==> src/rtl/assert_macros.svh <==
// Assertion macros shared by the RTL modules of the matrix-chain cost block.
`ifndef ASSERT_MACROS_SVH
`define ASSERT_MACROS_SVH

// A condition that must hold at every clock edge outside reset.
`define ASSERT_ALWAYS(label, clk, rst_n, cond, msg) \
    label: assert property (@(posedge clk) disable iff (!rst_n) (cond)) else $error(msg);

// An antecedent that must be followed by its consequent in the same cycle.
`define ASSERT_IMPLIES(label, clk, rst_n, ante, cons, msg) \
    label: assert property (@(posedge clk) disable iff (!rst_n) (ante) |-> (cons)) \
        else $error(msg);

`endif

==> src/rtl/mcoc_pkg.sv <==
// Package with the shared types and constants of the matrix-chain cost block.
`timescale 1ns / 1ps

package mcoc_pkg;

    localparam int MAX_MATRICES_DEF = 16;
    localparam int DIM_BITS_DEF     = 16;
    localparam int DIM_W            = 16;
    localparam int COST_W           = 52;
    localparam int STATUS_W         = 2;

    localparam logic [COST_W-1:0] COST_MAX = '1;

    typedef enum logic [STATUS_W-1:0] {
        ST_OK   = 2'd0,
        ST_FEW  = 2'd1,
        ST_MANY = 2'd2
    } status_t;

    typedef enum logic [2:0] {
        S_LOAD,
        S_SETUP_I,
        S_SETUP_J,
        S_SETUP_MUL,
        S_KLOOP,
        S_DRAIN,
        S_WRITE,
        S_RESULT
    } ctrl_state_t;

    typedef struct packed {
        logic dim_wr;
        logic lat_di;
        logic mul_dij;
        logic clr_best;
        logic issue;
        logic wr_cost;
        logic clr_res;
        logic out_load;
    } mcoc_cmd_t;

    typedef struct packed {
        logic busy;
        logic out_free;
    } mcoc_stat_t;

endpackage

==> src/rtl/mcoc_ctrl.sv <==
// Controller: dimension loading, interval and split sequencing, result hand-off.
`timescale 1ns / 1ps
`include "assert_macros.svh"

module mcoc_ctrl import mcoc_pkg::*; #(
    parameter int MAX_MATRICES = MAX_MATRICES_DEF,
    localparam int IDX_W     = $clog2(MAX_MATRICES),
    localparam int DIM_IDX_W = $clog2(MAX_MATRICES + 1)
) (
    input  logic                 aclk,
    input  logic                 aresetn,
    input  logic                 s_valid,
    input  logic                 s_last_dim,
    output logic                 s_ready,
    input  mcoc_stat_t           stat,
    output mcoc_cmd_t            cmd,
    output logic [DIM_IDX_W-1:0] dim_waddr,
    output logic [DIM_IDX_W-1:0] dim_raddr,
    output logic [IDX_W-1:0]     idx_i,
    output logic [IDX_W-1:0]     idx_j,
    output logic [IDX_W-1:0]     idx_k,
    output status_t              res_status
);

    localparam int LEN_W = $clog2(MAX_MATRICES + 1);
    localparam int CNT_W = $clog2(MAX_MATRICES + 3);

    ctrl_state_t       state_reg, state_next;
    logic [CNT_W-1:0]  cnt_reg, cnt_next, cnt_inc;
    logic [LEN_W-1:0]  len_reg, len_next;
    logic [LEN_W-1:0]  n_reg, n_next;
    logic [IDX_W-1:0]  i_reg, i_next;
    logic [IDX_W-1:0]  j_reg, j_next;
    logic [IDX_W-1:0]  k_reg, k_next;
    status_t           st_reg, st_next;

    always_ff @(posedge aclk) begin
        if (!aresetn) begin
            state_reg <= S_LOAD;
            cnt_reg   <= '0;
            len_reg   <= '0;
            n_reg     <= '0;
            i_reg     <= '0;
            j_reg     <= '0;
            k_reg     <= '0;
            st_reg    <= ST_OK;
        end else begin
            state_reg <= state_next;
            cnt_reg   <= cnt_next;
            len_reg   <= len_next;
            n_reg     <= n_next;
            i_reg     <= i_next;
            j_reg     <= j_next;
            k_reg     <= k_next;
            st_reg    <= st_next;
        end
    end

    assign cnt_inc = (cnt_reg < CNT_W'(MAX_MATRICES + 2)) ? cnt_reg + CNT_W'(1) : cnt_reg;

    always_comb begin
        state_next = state_reg;
        cnt_next   = cnt_reg;
        len_next   = len_reg;
        n_next     = n_reg;
        i_next     = i_reg;
        j_next     = j_reg;
        k_next     = k_reg;
        st_next    = st_reg;
        unique case (state_reg)
            S_LOAD: begin
                if (s_valid) begin
                    if (s_last_dim) begin
                        cnt_next = '0;
                        if (cnt_inc < CNT_W'(2)) begin
                            st_next    = ST_FEW;
                            state_next = S_RESULT;
                        end else if (cnt_inc > CNT_W'(MAX_MATRICES + 1)) begin
                            st_next    = ST_MANY;
                            state_next = S_RESULT;
                        end else begin
                            st_next  = ST_OK;
                            n_next   = LEN_W'(cnt_inc - CNT_W'(1));
                            len_next = LEN_W'(2);
                            i_next   = '0;
                            j_next   = IDX_W'(1);
                            if (cnt_inc == CNT_W'(2)) begin
                                state_next = S_RESULT;
                            end else begin
                                state_next = S_SETUP_I;
                            end
                        end
                    end else begin
                        cnt_next = cnt_inc;
                    end
                end
            end
            S_SETUP_I: begin
                state_next = S_SETUP_J;
            end
            S_SETUP_J: begin
                state_next = S_SETUP_MUL;
            end
            S_SETUP_MUL: begin
                k_next     = i_reg;
                state_next = S_KLOOP;
            end
            S_KLOOP: begin
                if (k_reg + IDX_W'(1) == j_reg) begin
                    state_next = S_DRAIN;
                end else begin
                    k_next = k_reg + IDX_W'(1);
                end
            end
            S_DRAIN: begin
                if (!stat.busy) begin
                    state_next = S_WRITE;
                end
            end
            S_WRITE: begin
                if (LEN_W'(j_reg) + LEN_W'(1) == n_reg) begin
                    if (len_reg == n_reg) begin
                        state_next = S_RESULT;
                    end else begin
                        len_next   = len_reg + LEN_W'(1);
                        i_next     = '0;
                        j_next     = IDX_W'(len_reg);
                        state_next = S_SETUP_I;
                    end
                end else begin
                    i_next     = i_reg + IDX_W'(1);
                    j_next     = j_reg + IDX_W'(1);
                    state_next = S_SETUP_I;
                end
            end
            S_RESULT: begin
                if (stat.out_free) begin
                    state_next = S_LOAD;
                end
            end
            default: begin
                state_next = S_LOAD;
            end
        endcase
    end

    always_comb begin
        cmd       = '0;
        dim_raddr = '0;
        unique case (state_reg)
            S_LOAD: begin
                cmd.dim_wr  = s_valid && (cnt_reg < CNT_W'(MAX_MATRICES + 1));
                cmd.clr_res = s_valid && s_last_dim;
            end
            S_SETUP_I: begin
                dim_raddr = DIM_IDX_W'(i_reg);
            end
            S_SETUP_J: begin
                dim_raddr  = DIM_IDX_W'(j_reg) + DIM_IDX_W'(1);
                cmd.lat_di = 1'b1;
            end
            S_SETUP_MUL: begin
                cmd.mul_dij  = 1'b1;
                cmd.clr_best = 1'b1;
            end
            S_KLOOP: begin
                dim_raddr = DIM_IDX_W'(k_reg) + DIM_IDX_W'(1);
                cmd.issue = 1'b1;
            end
            S_DRAIN: begin
                cmd = '0;
            end
            S_WRITE: begin
                cmd.wr_cost = 1'b1;
            end
            S_RESULT: begin
                cmd.out_load = stat.out_free;
            end
            default: begin
                cmd = '0;
            end
        endcase
    end

    assign s_ready    = (state_reg == S_LOAD);
    assign dim_waddr  = cnt_reg[DIM_IDX_W-1:0];
    assign idx_i      = i_reg;
    assign idx_j      = j_reg;
    assign idx_k      = k_reg;
    assign res_status = st_reg;

    `ASSERT_IMPLIES(a_split_in_interval, aclk, aresetn, state_reg == S_KLOOP,
        (k_reg >= i_reg) && (k_reg < j_reg), "split index left its interval")

endmodule

==> config.mk <==
export PLATFORM = sky130hd
export DESIGN_NAME = mcoc_ctrl
export DESIGN_NICKNAME = d
export VERILOG_FILES = /design/src/rtl/mcoc_pkg.sv /design/src/rtl/mcoc_ctrl.sv
export VERILOG_INCLUDE_DIRS = /design/src /design/src/rtl
export SDC_FILE = /design/constraint.sdc
export NUM_CORES = 1
export LEC_CHECK = 0
export BUFFER_PORTS_ARGS = -buffer_cell sky130_fd_sc_hd__buf_2
export CORE_MARGIN = 2
export CORE_UTILIZATION = 60
export DETAILED_ROUTE_END_ITERATION = 12
export PLACE_DENSITY_LB_ADDON = 0.25
export SLEW_MARGIN = 10
export SYNTH_ARGS = -nofsm -noshare
export SYNTH_HDL_FRONTEND = slang
export SYNTH_SLANG_ARGS = --single-unit
==> constraint.sdc <==
create_clock -name aclk -period 4.8 [get_ports aclk]
set_clock_uncertainty 0.2 [all_clocks]
set_input_delay 0.24 -clock aclk [delete_from_list [all_inputs] [get_ports aclk]]
set_output_delay 0.24 -clock aclk [all_outputs]
set_load 0.02 [all_outputs]
==> results.md <==
* Sequential-to-total area share from yosys stat at 29.89%
* P per Cell Area at 395.2 nW/um^2
* Vias/cell at 6.051
* CTS tree: yes
* Worst path cell trace: o31ai_2, xnor2_1, inv_1, ha_1, a221oi_1, a21oi_1, nor3_1, a211o_1, nor2_1, a211oi_1
* CP Capture Type: flop
* Latest clock arrival within the worst-skew pair at 350 ps
* Hold Crit Depth at 3
* Core footprint at 3390 sq um
* Syn_area_per_cell at 7.851 sq um
* Total grt overflow at 0
* Syn nets at 287
* Setup violations, final at 0
* Synth Area in Compound Gates at 22.88%
* Reg2Reg Setup Slack at 1690 ps
* Mapped Area at 2143 sq um
* Initial DRC Count at 167
* Worst-path clk slew at 100 ps
* Final Non-Filler Cells at 350
* Critical path data arrival time at 3180 ps
* Mux contribution to synthesized area at 4.670%
* Final hold viol count at 0
* Max Slew Vio Count at 0
* Post-synth EDFFs at 0
* Global-route wire length before repair at 8569 um
* Worst slew margin at 48.70%
* Ys Warns at 0
* CP max-delay cell: dfxtp_1
* Max VDD drop at 0.0002205 V
* Die extent in y at 63.77 um
* Area Growth Syn to Fin at 10.86%
* XOR/XNOR share of the synthesized area at 10.22%
* Slew @ Worst Pin at 768.6 ps
* Setup slack after layout at 1686 ps
* GRT Overall Usage at 26.45%
* CTS Buf Count at 5
* Multi-input gate area at 1385 sq um
* Unrepaired setup endpoints after global routing: no
* Die area at 4066 sq um
* Antenna-violating nets left at 0
* Required time of the critical path at 4870 ps
* DRC errors left at 0
* Dpl hpwl at 3608 um
* Max frequency at 321.1 MHz
* Dpl cells at 342
* Initial core utilization at 63.23%
* Share of cells above drive strength 1 at 18.09%
* Antenna diodes at 0
* Drt first pass iters at 5
* Synth Area in Simple Gates at 22.18%
* FF+latch area at 640.6 sq um
* HP Class: in -> reg
* Synthesized flop and latch total at 32
* Top FF cell, synth: dfxtp_1
* Setup tns final at 0 ps
* Asr flop ratio synth at 0%
* Post-CTS setup buffer count at 0
* Main combinational cell family by area after synthesis: compound AO/OA/AOI/OAI gates
* Reg2Reg Depth at 10
* Via Count at 2,118
* Library cells used by synthesis at 49
* Largest net degree at the start of global routing at 26
* Worst Hold Path EP: idx_j[0]
* Final nets at 317
* Drt wl/cell at 14.38 um
* Hold_sp: aresetn
* Worst R2R Start: dim_waddr[2]
* Critical path's largest stage delay at 630 ps
* Clock sinks at 32
* Setup CP Type: reg -> reg
* Critical-path maximum fanout at 16
* Final WL at 5034 um
* Initial antenna violation count at 0
* Status: finished, final reports clean
* I/O pin total at 39
* Fin crit period at 3114 ps
* Syn Inst Count at 273
* R2r endpoint: idx_i[2]
* Fin crit share at 64.88%
* # hold bufs at CTS at 0
* Root buffer cell: clkbuf_4
* H-tree depth reported by CTS at 2
* Utilization after layout at 70.10%
* PortBufs at 38
* Tot Pwr at 0.0009391 W
* Vias in the first global route at 1,861
* Die width at 63.77 um
* Post-Synth Adder-Cell Area at 4.670%
* Leak at 1.058 nW
* Pre-CTS WS at 1734 ps
* Layout fillers at 278
* Startpoint Class: flop
* GPL Wtd Cong at 0.8034
* Max_cap viols at 0
* # rows at 21
* Post-cts repair resize count at 0
* Clk buf depth at 2
-- worst max-delay path: cells and delay by family, from the launching register on --
kind	cells	cell delay, ps
and+or+nand+nor	2	410
AOI/OAI and AO/OA	5	1110
DFF	1	630
buffers and inverters	1	90
adders and majority gates	1	200
xor gates and xnor gates	1	400
-- synthesized netlist by cell type, types with 4 or more instances --
library cell  count  area share, %
a21oi_1          14            3.3
a22oi_1           8            2.8
buf_2             7            1.6
clkbuf_1          5           0.88
dfxtp_1          32             30
ha_1              8            4.7
inv_1             7            1.2
inv_2             4           0.70
mux2i_1          10            4.7
nand2_1          23            4.0
nand3_1          14            3.3
nor2_1           38            6.7
nor3_1            5            1.2
o21ai_0          10            2.3
o21ai_1           5            1.2
o22ai_1           4            1.2
or3_1             4            1.2
xnor2_1          16            6.5
xor2_1            9            3.7
-- final cells by class --
class | instances | share of cell area (%)
well taps | 46 | 2.422
clock inverters | 2 | 0.4213
repair buffers | 38 | 8.004
inverters | 11 | 1.738
multi-input cells | 215 | 58.29
flip-flops and latches | 32 | 26.96
clock buffers | 6 | 2.159
-- logic make-up after synthesis --
group	Yosys count
fa+ha+maj	8
xor+xnor	25
flops	32
buf+inv	26
compound gates	71
mux	10
simple gates	101
-- layer usage --
| metal | GRT usage, % | vias up | routed length [um] |
|---|---|---|---|
| met3 | 6.338 | 10 | 322 |
| met4 | 7.609 | 0 | 75 |
| met5 | 0 | - | 0 |
| met2 | 41.58 | 75 | 2265 |
| met1 | 36.18 | 994 | 2370 |
| li1 | - | 1039 | - |
-- layout by cell type (no fill, tap or decap), types with 2 or more instances in the layout --
cell / n
a21boi_1: 2
buf_2: 38
xnor2_1: 16
clkbuf_4: 5
nand3_1: 14
a21o_1: 2
nor2_1: 38
nor3_1: 5
a21oi_1: 14
clkinv_2: 2
nor2b_1: 2
a211oi_1: 3
and3_1: 3
a22oi_1: 8
or3_1: 4
nand2_1: 23
o21ai_0: 10
o21ai_1: 5
a31oi_1: 2
o21a_1: 3
xor2_1: 9
mux2i_1: 10
inv_1: 7
nand3b_1: 3
dfxtp_1: 32
nand4_1: 2
o31ai_1: 3
inv_2: 4
o22ai_1: 4
a221oi_1: 2
ha_1: 8
nor4_1: 3
-- stage by stage --
stage	area (sq um)	hold WS, ps
floorplan	2143	223.2
global placement	2315	282.9
detailed placement	2315	286.9
CTS	2376	30.35
global route	2376	49.63
finish	2376	31.83
-- worst max-delay path by stage --
stage,startpoint,slack (ps),end,depth (start not counted)
floorplan,dim_waddr[4],1970,len_reg[4],12
global placement,dim_waddr[2],1880,idx_i[2],10
detailed placement,dim_waddr[2],1730,idx_i[2],10
CTS,dim_waddr[2],1700,idx_i[2],10
global route,dim_waddr[2],1360,idx_j[0],10
finish,dim_waddr[2],1690,idx_i[2],10
-- power by group --
group	leakage, nW	switching [W]	internal, W
clock network	0.0380	0.0000987	0.0000696
registers	0.259	0.0000535	0.000291
logic	0.761	0.000275	0.000151
total	1.06	0.000427	0.000512
No activity file was read; power rests on OpenSTA's default activity.
